$ cat config.mk
export PLATFORM = sky130hd
export DESIGN_NAME = longest_line_bucket_downsampler
export DESIGN_NICKNAME = d
export VERILOG_FILES = /design/src/rtl/llbd_pkg.sv /design/src/rtl/longest_line_bucket_downsampler.sv /design/src/rtl/llbd_dist.sv /design/src/rtl/llbd_outq.sv
export SDC_FILE = /design/constraint.sdc
export NUM_CORES = 2
export LEC_CHECK = 0
export BUFFER_PORTS_ARGS = -buffer_cell sky130_fd_sc_hd__buf_2
export CORE_AREA = 2 2 308 280
export CTS_CLUSTER_DIAMETER = 150
export DETAILED_ROUTE_END_ITERATION = 16
export DIE_AREA = 0 0 310 282
export GPL_TIMING_DRIVEN = 0
export PLACE_DENSITY = 0.73
export RECOVER_POWER = 25
export SKIP_LAST_GASP = 1
export SYNTH_ARGS = -nofsm -noshare
export SYNTH_HDL_FRONTEND = slang
export SYNTH_SLANG_ARGS = --single-unit
$ cat constraint.sdc
create_clock -name clk -period 29 [get_ports clk]
set_clock_uncertainty 0.2 [all_clocks]
set_input_delay 4.35 -clock clk [delete_from_list [all_inputs] [get_ports clk]]
set_output_delay 4.35 -clock clk [all_outputs]
set_load 0.02 [all_outputs]
$ cat src/rtl/llbd_pkg.sv
`timescale 1ns / 1ps

package llbd_pkg;

  // Fraction bits of the y field; the squared x term is scaled to match.
  localparam int Y_FRAC    = 8;
  localparam int SQ_SHIFT  = 2 * Y_FRAC;

  // Squared distance width, saturating.
  localparam int DIST_BITS = 51;
  localparam logic [DIST_BITS-1:0] DIST_MAX = '1;
  // Largest x square that still fits after scaling.
  localparam logic [DIST_BITS-1:0] XS_LIMIT = DIST_MAX >> SQ_SHIFT;

  // Bucket size register and fill counter width.
  localparam int CNT_BITS  = 16;

  // Output queue depth and its count width.
  localparam int Q_DEPTH   = 2;
  localparam int Q_CNT_W   = 2;

  // Number of results one input item causes.
  localparam logic [1:0] NRES_NONE = 2'd0;
  localparam logic [1:0] NRES_ONE  = 2'd1;
  localparam logic [1:0] NRES_TWO  = 2'd2;

endpackage

$ cat src/rtl/longest_line_bucket_downsampler.sv
`timescale 1ns / 1ps

// Channel   Direction  tdata (low bit up)       tuser          tlast
// in_       slave      point_x, point_y         series_first   series_last
// out_      master     out_x, out_y             is_endpoint    last_of_run
// cfg_      slave      cfg_data = bucket_size   -              -
//
// One item per cycle sustained while the result queue has room. An item sits
// in the input register, where the distance compare and state update run,
// then its results land in a two-entry result queue that drives the output.
// The distance path (two squares, add, compare against the kept distance) is
// the one register-to-register path that sets the clock.
// Reset (rst_n low, synchronous) clears anchor, kept point, fill count and
// queue, and sets bucket_size to one. A stalled output holds its beat; input
// keeps flowing until the queue cannot take the next item's results.
module longest_line_bucket_downsampler #(
  parameter int X_BITS = 16,
  parameter int Y_BITS = 24
) (
  input  logic                                   clk,
  input  logic                                   rst_n,
  // point_x, point_y, zero pad
  input  logic [((X_BITS+Y_BITS+7)/8)*8-1:0]     in_tdata,
  input  logic                                   in_tvalid,
  output logic                                   in_tready,
  // series_first
  input  logic                                   in_tuser,
  input  logic                                   in_tlast,
  // out_x, out_y, zero pad
  output logic [((X_BITS+Y_BITS+7)/8)*8-1:0]     out_tdata,
  output logic                                   out_tvalid,
  input  logic                                   out_tready,
  // is_endpoint
  output logic                                   out_tuser,
  output logic                                   out_tlast,
  input  logic                                   cfg_valid,
  output logic                                   cfg_ready,
  input  logic [llbd_pkg::CNT_BITS-1:0]          cfg_data
);

  localparam int TD_W  = ((X_BITS + Y_BITS + 7) / 8) * 8;
  // Queue entry: {last_of_run, is_endpoint, y, x}
  localparam int RES_W = X_BITS + Y_BITS + 2;

  // Input register
  logic                             in_valid_r;
  logic [X_BITS-1:0]                px_r;
  logic [Y_BITS-1:0]                py_r;
  logic                             first_r;
  logic                             last_r;

  // Running state
  logic [llbd_pkg::CNT_BITS-1:0]    bsize_r;
  logic [X_BITS-1:0]                anchor_x_r, anchor_x_nxt;
  logic [Y_BITS-1:0]                anchor_y_r, anchor_y_nxt;
  logic [X_BITS-1:0]                best_x_r, best_x_nxt;
  logic [Y_BITS-1:0]                best_y_r, best_y_nxt;
  logic [llbd_pkg::DIST_BITS-1:0]   best_d_r, best_d_nxt;
  logic [llbd_pkg::CNT_BITS-1:0]    fill_r, fill_nxt;

  logic [llbd_pkg::DIST_BITS-1:0]   dist_sq;
  logic [llbd_pkg::CNT_BITS-1:0]    limit;
  logic [llbd_pkg::CNT_BITS-1:0]    fill_inc;
  logic                             take;
  logic [X_BITS-1:0]                keep_x;
  logic [Y_BITS-1:0]                keep_y;

  logic [1:0]                       nres;
  logic [RES_W-1:0]                 res0;
  logic [RES_W-1:0]                 res1;
  logic                             fire;
  logic                             pop;
  logic [llbd_pkg::Q_CNT_W:0]       room_chk;
  logic [llbd_pkg::Q_CNT_W-1:0]     q_count;
  logic                             q_valid;
  logic [RES_W-1:0]                 q_head;

  // The user must write configuration only while idle; the block does not enforce this and always takes it.
  assign cfg_ready = 1'b1;

  always_ff @(posedge clk) begin
    if (!rst_n) begin
      bsize_r <= llbd_pkg::CNT_BITS'(1);
    end else if (cfg_valid) begin
      bsize_r <= cfg_data;
    end
  end

  // Advance the input register when empty or when its item fires.
  assign in_tready = !in_valid_r || fire;

  always_ff @(posedge clk) begin
    if (!rst_n) begin
      in_valid_r <= 1'b0;
    end else if (in_tready) begin
      in_valid_r <= in_tvalid;
    end
  end

  always_ff @(posedge clk) begin
    if (in_tvalid && in_tready) begin
      px_r    <= in_tdata[X_BITS-1:0];
      py_r    <= in_tdata[X_BITS+Y_BITS-1:X_BITS];
      first_r <= in_tuser;
      last_r  <= in_tlast;
    end
  end

  llbd_dist #(
    .X_BITS (X_BITS),
    .Y_BITS (Y_BITS)
  ) u_dist (
    .px      (px_r),
    .py      (py_r),
    .ax      (anchor_x_r),
    .ay      (anchor_y_r),
    .dist_sq (dist_sq)
  );

  // A bucket size of zero acts as one.
  assign limit    = (bsize_r == '0) ? llbd_pkg::CNT_BITS'(1) : bsize_r;
  assign fill_inc = fill_r + llbd_pkg::CNT_BITS'(1);
  assign take     = (dist_sq > best_d_r);
  assign keep_x   = take ? px_r : best_x_r;
  assign keep_y   = take ? py_r : best_y_r;

  // Result count and state update for the item in the input register.
  always_comb begin
    nres         = llbd_pkg::NRES_NONE;
    res0         = {1'b1, 1'b1, py_r, px_r};
    res1         = {1'b1, 1'b1, py_r, px_r};
    anchor_x_nxt = anchor_x_r;
    anchor_y_nxt = anchor_y_r;
    best_x_nxt   = best_x_r;
    best_y_nxt   = best_y_r;
    best_d_nxt   = best_d_r;
    fill_nxt     = fill_r;
    if (first_r || last_r) begin
      // Endpoint: flush an open bucket on the last point, restart here.
      if (!first_r && (fill_r != '0)) begin
        nres = llbd_pkg::NRES_TWO;
        res0 = {1'b0, 1'b0, best_y_r, best_x_r};
      end else begin
        nres = llbd_pkg::NRES_ONE;
      end
      anchor_x_nxt = px_r;
      anchor_y_nxt = py_r;
      best_x_nxt   = px_r;
      best_y_nxt   = py_r;
      best_d_nxt   = '0;
      fill_nxt     = '0;
    end else if (fill_inc >= limit) begin
      // Bucket full: emit the kept point and make it the new anchor.
      nres         = llbd_pkg::NRES_ONE;
      res0         = {1'b1, 1'b0, keep_y, keep_x};
      anchor_x_nxt = keep_x;
      anchor_y_nxt = keep_y;
      best_x_nxt   = keep_x;
      best_y_nxt   = keep_y;
      best_d_nxt   = '0;
      fill_nxt     = '0;
    end else begin
      if (take) begin
        best_x_nxt = px_r;
        best_y_nxt = py_r;
        best_d_nxt = dist_sq;
      end
      fill_nxt = fill_inc;
    end
  end

  // Fire when the queue, after this cycle's pop, has room for all results.
  assign pop      = q_valid && out_tready;
  assign room_chk = {1'b0, q_count} - (llbd_pkg::Q_CNT_W + 1)'(pop)
                    + {1'b0, nres};
  assign fire     = in_valid_r && (room_chk <= (llbd_pkg::Q_CNT_W + 1)'(llbd_pkg::Q_DEPTH));

  always_ff @(posedge clk) begin
    if (!rst_n) begin
      anchor_x_r <= '0;
      anchor_y_r <= '0;
      best_x_r   <= '0;
      best_y_r   <= '0;
      best_d_r   <= '0;
      fill_r     <= '0;
    end else if (fire) begin
      anchor_x_r <= anchor_x_nxt;
      anchor_y_r <= anchor_y_nxt;
      best_x_r   <= best_x_nxt;
      best_y_r   <= best_y_nxt;
      best_d_r   <= best_d_nxt;
      fill_r     <= fill_nxt;
    end
  end

  llbd_outq #(
    .W (RES_W)
  ) u_outq (
    .clk        (clk),
    .rst_n      (rst_n),
    .push_n     (fire ? nres : llbd_pkg::NRES_NONE),
    .push0      (res0),
    .push1      (res1),
    .pop        (pop),
    .head_valid (q_valid),
    .head       (q_head),
    .count      (q_count)
  );

  assign out_tvalid = q_valid;
  assign out_tdata  = TD_W'(q_head[X_BITS+Y_BITS-1:0]);
  assign out_tuser  = q_head[X_BITS+Y_BITS];
  assign out_tlast  = q_head[X_BITS+Y_BITS+1];

endmodule

$ cat src/rtl/llbd_dist.sv
`timescale 1ns / 1ps

// Squared distance of a point to the anchor: dx*dx*2^16 + dy*dy, saturating.
module llbd_dist #(
  parameter int X_BITS = 16,
  parameter int Y_BITS = 24
) (
  input  logic [X_BITS-1:0]                  px,
  input  logic [Y_BITS-1:0]                  py,
  input  logic [X_BITS-1:0]                  ax,
  input  logic [Y_BITS-1:0]                  ay,
  output logic [llbd_pkg::DIST_BITS-1:0]     dist_sq
);

  logic [X_BITS:0]                   dx;
  logic [Y_BITS:0]                   dy;
  logic [X_BITS-1:0]                 ux;
  logic [Y_BITS-1:0]                 uy;
  logic [2*X_BITS-1:0]               xsq;
  logic [2*Y_BITS-1:0]               ysq;
  logic [63:0]                       xsq64;
  logic [63:0]                       ysq64;
  logic [llbd_pkg::DIST_BITS-1:0]    xsat;
  logic [llbd_pkg::DIST_BITS-1:0]    ysat;
  logic [llbd_pkg::DIST_BITS-1:0]    xsh;
  logic [llbd_pkg::DIST_BITS:0]      sum;

  assign dx = {px[X_BITS-1], px} - {ax[X_BITS-1], ax};
  assign dy = {py[Y_BITS-1], py} - {ay[Y_BITS-1], ay};

  // Magnitude always fits the field width.
  assign ux = dx[X_BITS] ? X_BITS'(-dx) : dx[X_BITS-1:0];
  assign uy = dy[Y_BITS] ? Y_BITS'(-dy) : dy[Y_BITS-1:0];

  assign xsq = ux * ux;
  assign ysq = uy * uy;

  assign xsq64 = 64'(xsq);
  assign ysq64 = 64'(ysq);

  assign xsat = (xsq64 > 64'(llbd_pkg::DIST_MAX)) ? llbd_pkg::DIST_MAX
                                                  : xsq64[llbd_pkg::DIST_BITS-1:0];
  assign ysat = (ysq64 > 64'(llbd_pkg::DIST_MAX)) ? llbd_pkg::DIST_MAX
                                                  : ysq64[llbd_pkg::DIST_BITS-1:0];

  assign xsh = (xsat > llbd_pkg::XS_LIMIT) ? llbd_pkg::DIST_MAX
                                           : (xsat << llbd_pkg::SQ_SHIFT);

  assign sum     = {1'b0, xsh} + {1'b0, ysat};
  assign dist_sq = sum[llbd_pkg::DIST_BITS] ? llbd_pkg::DIST_MAX
                                            : sum[llbd_pkg::DIST_BITS-1:0];

endmodule

$ cat src/rtl/llbd_outq.sv
`timescale 1ns / 1ps

// Two-entry result queue; head entry drives the output port.
module llbd_outq #(
  parameter int W = 42
) (
  input  logic                          clk,
  input  logic                          rst_n,
  input  logic [1:0]                    push_n,
  input  logic [W-1:0]                  push0,
  input  logic [W-1:0]                  push1,
  input  logic                          pop,
  output logic                          head_valid,
  output logic [W-1:0]                  head,
  output logic [llbd_pkg::Q_CNT_W-1:0]  count
);

  logic [W-1:0]                  q_r   [llbd_pkg::Q_DEPTH];
  logic [W-1:0]                  q_nxt [llbd_pkg::Q_DEPTH];
  logic [llbd_pkg::Q_CNT_W-1:0]  cnt_r;
  logic [llbd_pkg::Q_CNT_W-1:0]  cnt_nxt;
  logic [llbd_pkg::Q_CNT_W-1:0]  base;

  // Occupancy after this cycle's pop.
  assign base = cnt_r - llbd_pkg::Q_CNT_W'(pop);

  always_comb begin
    q_nxt[0] = q_r[0];
    q_nxt[1] = q_r[1];
    if (pop) begin
      q_nxt[0] = q_r[1];
    end
    if (push_n != llbd_pkg::NRES_NONE) begin
      q_nxt[base[0]] = push0;
    end
    // Two pushes only ever land on an empty queue.
    if (push_n == llbd_pkg::NRES_TWO) begin
      q_nxt[1] = push1;
    end
    cnt_nxt = base + push_n;
  end

  always_ff @(posedge clk) begin
    q_r[0] <= q_nxt[0];
    q_r[1] <= q_nxt[1];
  end

  always_ff @(posedge clk) begin
    if (!rst_n) begin
      cnt_r <= '0;
    end else begin
      cnt_r <= cnt_nxt;
    end
  end

  assign head_valid = (cnt_r != '0);
  assign head       = q_r[0];
  assign count      = cnt_r;

endmodule

* Word level (Yosys, flattened, before mapping)
Memory sizes are Yosys's and may differ from the RTL's. Cells that the tools add are included. Widths: inputs -> output; s select.
Word-level totals: register bits 208, RAM bits 84, bits of input ports 63, output and inout port bits 45, word-level logic and storage cells 86, memories kept 1
Memory list:
- u_outq.q_r | words 2, width 42, read ports 2, clocked after memory_dff 0, wr ports 2, line llbd_outq.sv:18 | logic [W-1:0] q_r [llbd_pkg::Q_DEPTH];
Operators by class: $add $sub $neg 10, multiply operators 2, $lt $le $gt $ge 8, equal/unequal tests 1, muxes and demuxes 33, bitwise logic cells 1, reduce and logical (&&, ||, !) cells 17
Operator list (count):
- $mux 51 | 7
- $mux 42 | 5
- $mux 16 | 8
- $mux 24 | 5
- $bwmux 84 | 1
- $mux 84 | 1
- $add 51x51->52 | 1
- $gt 32x51->1 const B | 1
- $gt 48x51->1 const B | 1
- $gt 51x35->1 const B | 1
- $gt 51x51->1 | 1
- $mul 24x24->48 | 1
- $demux 42 s1 | 1
- $mux 41 | 1
- $mul 16x16->32 | 1
- $sub 24x24->25 | 1
- $neg 24->24 | 1
- $sub 16x16->17 | 1
- $add 16x1->16 const B | 1
- $ge 16x16->1 | 1
- $logic_not 16->1 | 1
- $neg 16->16 | 1
- $reduce_bool 16->1 | 1
- $mux 2 | 3
- 16 further kinds | 25

* Logic depth before layout (Yosys ltp)
word-level depth 17, gate-level depth with buffers 65, gate-level depth less buffers 61

* Modules after synthesis
A second synthesis with hierarchy kept.
Second synthesis, totals: cell total of the unflattened synthesis 4624, area, all modules 41975.3 um^2
By module, submodules not included:
- llbd_dist | times used 1, cells an instance 3163, area each 27218.6 um^2, seq. area each 0.0 um^2
- longest_line_bucket_downsampler | times used 1, cells an instance 1129, area each 10926.7 um^2, seq. area each 4544.4 um^2
- llbd_outq | times used 1, cells an instance 332, area each 3829.9 um^2, seq. area each 2142.1 um^2

* Worst setup path after synthesis
No wires, ideal clock.
path type register -> register, start register py_r[0], end register best_d_r[33] (netlist bit), setup time 83 ps, data arrival time 13787 ps, data required time 28717 ps, slack 14931 ps, cell stages (with the launch flop) 61, buffers on the path 3, clock period less this slack 14069 ps, cell sequence edfxtp_1 > inv_1 > ha_1 > fa_1 > nor2b_1 > o31a_1 > o211ai_2 > and3_1 > a311o_1 > a2111o_1 > nor4b_2 > a31oi_1 > o211a_1 > nor2_1 > buf_2 > nor2_1 > fa_1 > inv_1 > [... 25 more ...] > a21oi_1 > o21bai_1 > a21o_1 > a2111o_1 > and3_1 > nor3_1 > xnor2_1 > ha_1 > nand4_1 > nor4_1 > and3_1 > a221oi_1 > o21a_1 > nor4_1 > clkbuf_1 > clkbuf_1 > o2111ai_1 > o221ai_1
On the way: cells in the longest elaborated chain, start to end 11, elaborated cells on any way between the ends 14, those cells by class add/sub (3); mul (1); order compare (2); mux (6); reduce/logical (2)
RTL lines:
- start: declaration | line longest_line_bucket_downsampler.sv:48 | logic [Y_BITS-1:0] py_r;
- start signal: assignment | line longest_line_bucket_downsampler.sv:103 | py_r <= in_tdata[X_BITS+Y_BITS-1:X_BITS];
- $sub 24x24->25 * | line llbd_dist.sv:29 | assign dy = {py[Y_BITS-1], py} - {ay[Y_BITS-1], ay};
- $neg 24->24 | line llbd_dist.sv:33 | assign uy = dy[Y_BITS] ? Y_BITS'(-dy) : dy[Y_BITS-1:0];
- $mux 24 * | line llbd_dist.sv:33
- $mul 24x24->48 * | line llbd_dist.sv:36 | assign ysq = uy * uy;
- $gt 48x51->1 | line llbd_dist.sv:43 | assign ysat = (ysq64 > 64'(llbd_pkg::DIST_MAX)) ? llbd_pkg::DIST_MAX
- $mux 51 * | line llbd_dist.sv:43
- $add 51x51->52 * | line llbd_dist.sv:49 | assign sum = {1'b0, xsh} + {1'b0, ysat};
- $mux 51 * | line llbd_dist.sv:50 | assign dist_sq = sum[llbd_pkg::DIST_BITS] ? llbd_pkg::DIST_MAX
- $gt 51x51->1 / $mux 51 (equally long branches) | line longest_line_bucket_downsampler.sv:123, longest_line_bucket_downsampler.sv:163
- $reduce_bool 3->1 (no line) / $mux 51 (equally long branches)
- $reduce_and 2->1 (no line) / $mux 51 (equally long branches)
- end signal: assignment | line longest_line_bucket_downsampler.sv:191 | best_d_r <= best_d_nxt;
- end: declaration | line longest_line_bucket_downsampler.sv:58 | logic [llbd_pkg::DIST_BITS-1:0] best_d_r, best_d_nxt;
Every way passes the cells marked *; elsewhere a longest branch is shown, timed or not. The select of a mux whose other input is x is not followed. A chain may end at the register's enable or synchronous reset.

==> results.txt <==
- For this run the aggregate overflow at the end of global routing stands at 0.
* Clock sink count: approximately 290
* Cell with the most instances on the worst path: sky130_fd_sc_hd__fa_1
- Synthesis produced a netlist with a net count of slightly below 6000.
- Subtracting the final worst setup slack from the clock period gives roughly 18 ns.
* Largest area contributor in the netlist: sky130_fd_sc_hd__fa_1
- Top area cells in the synthesized netlist: sky130_fd_sc_hd__fa_1, sky130_fd_sc_hd__ha_1, sky130_fd_sc_hd__dfxtp_1, sky130_fd_sc_hd__inv_1, sky130_fd_sc_hd__edfxtp_1
- Number of buffers inserted by hold repair at cts: 0
- Finished layout cell area: about 45000 sq um
- The first TritonRoute pass finished after 6 iterations.
- For the pin with the worst max-slew slack, the measured transition is between 1 and 1.5 ns.
- Synth Cell Area: 41720 sq um
- In this run the horizontal extent of the chip is around 310 um.
- Count of nets after finishing: approximately 6000
- In this run, CTS created clock tree buffers numbering 36.
- Data required time at the worst endpoint: 29.22 ns
- Post_cts resized: 0
* TritonCTS clock tree: yes
- The final layout contains routed wiring with a total length of between 100 and 150 mm.
* Data arrival time at the worst-slack endpoint: between 15 and 20 ns
- Of the cells placed in the final design, the portion with a size suffix greater than 1 is 4.779%.
- In this run, synthesis produced a sequential element count of slightly below 300.
- Instance area at placement: roughly 44000 sq um
- Setup violations remaining at the end of the flow were counted as 0.
- Die Ht: around 280 um
- The largest single stage delay on the critical path is between 0.8 and 0.9 ns.
- Post-CTS timing repair inserted 0 buffers for setup.
- CTS root buffer: sky130_fd_sc_hd__clkbuf_16
* Final Slew Violations: 0
* P&R area growth vs syn: 7.326%
- The initialized floorplan defines around 100 standard-cell rows.
- The floorplan step defined a die boundary enclosing 87420 sq um.
* First-pass GRT wire length: between 150 and 200 mm
* Highest clock rate: 0.05452 GHz
- Top_reg_cell synth: sky130_fd_sc_hd__dfxtp_1
- DP HPWL: slightly above 90 mm
- Routed WL per cell: 18.54 um
* Maximum clock insertion buffer count: 3
- Vias per std cell: ~5.6
* Result of the run: finished clean
* Top cell types by occurrence after synthesis: sky130_fd_sc_hd__inv_1, sky130_fd_sc_hd__fa_1, sky130_fd_sc_hd__ha_1
* Capturing element type of the critical path: register
- Via Count: 33900
* Final sum of negative setup slack: 0 ns
- Filler-free cell count of the finished design: 6092
- sky130_fd_sc_hd__inv_1 is the most common cell in the netlist.
- In this run the worst path has a maximum fanout of 10.
* RSZ-0062 raised after global routing: no
* Maximum number of pins on one net before global-route repair: 26
- The number of global-route vias before repair was 34270.
- Sequential cells were found to cover about 16% of the synthesized design area.
- The synthesized design contains just over 80 enable-type register cells.
- Global routing consumed, over all layers together, between 20% and 30% of the routing resources.
* Total core area: about 84000 sq um
* Average instance area after synthesis: about 8.7 sq um
- The count of nets left with antenna violations once routing finished came out at 0.
- Type of the worst min-delay path: reg2reg
- Yosys printed 0 warnings.
- The number of antenna violations at the first check in global routing came to 2.
- Async SR Flop Fraction: 0%
- The worst setup path is launched from a register.
* Clock latency on the worst-skew pair: between 0.5 and 0.6 ns
- Number of H-tree levels: 2
- Synthesis instantiated 87 different standard cells from the library.
- Period Utilization, post-route: 63.24%
* CTS clk-pin slew, worst paths: 0.06 ns
- Including well taps, the total number of placed cells is ~6000.
* Maximum Capacitance Violations: 0
* Final routed DRC violation total: 0
* Worst slew margin relative to its limit: under 10%
- Standard cell with the maximum stage delay on the critical path: sky130_fd_sc_hd__nor4_1
* Number of antenna diodes: 0
* Number of failing hold endpoints at the final stage: 0
* Drt first-iter violations: approximately 2600
- Initial core utilization: 49.72%
- The congestion estimate from routability-driven global placement came to between 0.9 and 1.
* Mapped Cells: ~4800
- The worst setup path is of the reg2reg kind.
* Buffers on Ports: 104
- Fraction of post-synthesis cell area in the top cell type by area: between 20 and 30%
- I/O pin count: between 100 and 150
flip-flops by register name, indices dropped and copies added, names as in the netlist, 16 cells and up:
| signal | cells |
|---|---|
| u_outq.q_r | 84 |
| px_r | 16 |
| best_y_r | 24 |
| py_r | 24 |
| anchor_x_r | 16 |
| fill_r | 16 |
| best_x_r | 16 |
| best_d_r | 48 |
| anchor_y_r | 24 |
| bsize_r | 16 |
critical path: cells and delay by family, from the launching register on:
family | cells | cell delay, ns
xor gates and xnor gates | 2 | 0.87
and+or+nand+nor | 4 | 1.61
buffers and inverters | 7 | 2.15
adders and majority gates | 12 | 5.33
AOI/OAI and AO/OA | 30 | 7.53
DFF | 1 | 0.45
placed cells by master, fill, tap and decap left out, types with 52 or more instances in the layout:
cell,instances
sky130_fd_sc_hd__a211oi_1,52
sky130_fd_sc_hd__a21boi_0,97
sky130_fd_sc_hd__a21o_1,114
sky130_fd_sc_hd__a21oi_1,132
sky130_fd_sc_hd__a31oi_1,100
sky130_fd_sc_hd__and2_1,61
sky130_fd_sc_hd__buf_2,71
sky130_fd_sc_hd__clkbuf_1,233
sky130_fd_sc_hd__dfxtp_1,207
sky130_fd_sc_hd__edfxtp_1,82
sky130_fd_sc_hd__fa_1,591
sky130_fd_sc_hd__ha_1,409
sky130_fd_sc_hd__inv_1,967
sky130_fd_sc_hd__nand2_1,336
sky130_fd_sc_hd__nand3_1,116
sky130_fd_sc_hd__nor2_1,345
sky130_fd_sc_hd__o21ai_0,253
sky130_fd_sc_hd__xnor2_1,105
sky130_fd_sc_hd__xor2_1,64
worst paths after layout:
path                startpoint                 to  slack (ns)  cells after the start
max reg2reg            py_r[0]  u_outq.q_r[0][64]       10.66                     55
min reg2reg  u_outq.q_r[0][83]  u_outq.q_r[0][83]        0.25                      1
max                    py_r[0]  u_outq.q_r[0][64]       10.66                     55
min          u_outq.q_r[0][83]  u_outq.q_r[0][83]        0.25                      1
logic make-up after synthesis:
kind of cell               Yosys count  share of synthesized area (%)
buffers and inverters             1211                          11.34
and+or+nand+nor                   1125                          12.59
adders and majority gates         1000                          40.62
AOI/OAI and AO/OA                  957                          15.07
DFF                                289                          15.83
xor gates and xnor gates           179                          3.950
muxes                               24                         0.5818
other                                1                       0.008988
metal layers:
| layer | track usage (%) | part of all wire (%) | vias up | wire [um] |
|---|---|---|---|---|
| met5 | 0 | 0.022 | - | 25 |
| met4 | 8.052 | 3.3 | 4 | 3758 |
| met3 | 5.374 | 9.1 | 241 | 10240 |
| met2 | 41.91 | 45 | 1395 | 51300 |
| met1 | 35.95 | 42 | 16500 | 47590 |
| li1 | - | - | 15760 | - |
final cells by class:
cell class | instances | area [sq um]
fill | 7824 | 39130
multi-input combinational | 3286 | 30400
sequential | 289 | 6606
inverter | 974 | 3656
tap | 1133 | 1418
buffer | 237 | 1076
clock buffer | 54 | 998.5
timing repair buffer | 107 | 513.0
clock inverter | 12 | 108.9
per-stage QoR:
stage | util [%] | hold WS, ns | worst slack [ns]
after CTS | 53.42 | 0.2497 | 11.17
after floorplan | - | 0.2163 | 14.93
final | 53.36 | 0.2534 | 10.66
after detailed placement | 52.10 | 0.2358 | 11.27
after global placement | 52.03 | 0.2316 | 11.28
after global routing | 53.36 | 0.2608 | 9.678
Power is not shown: default switching activity piles up to over one toggle a cycle in this logic, so the estimate is an artifact.
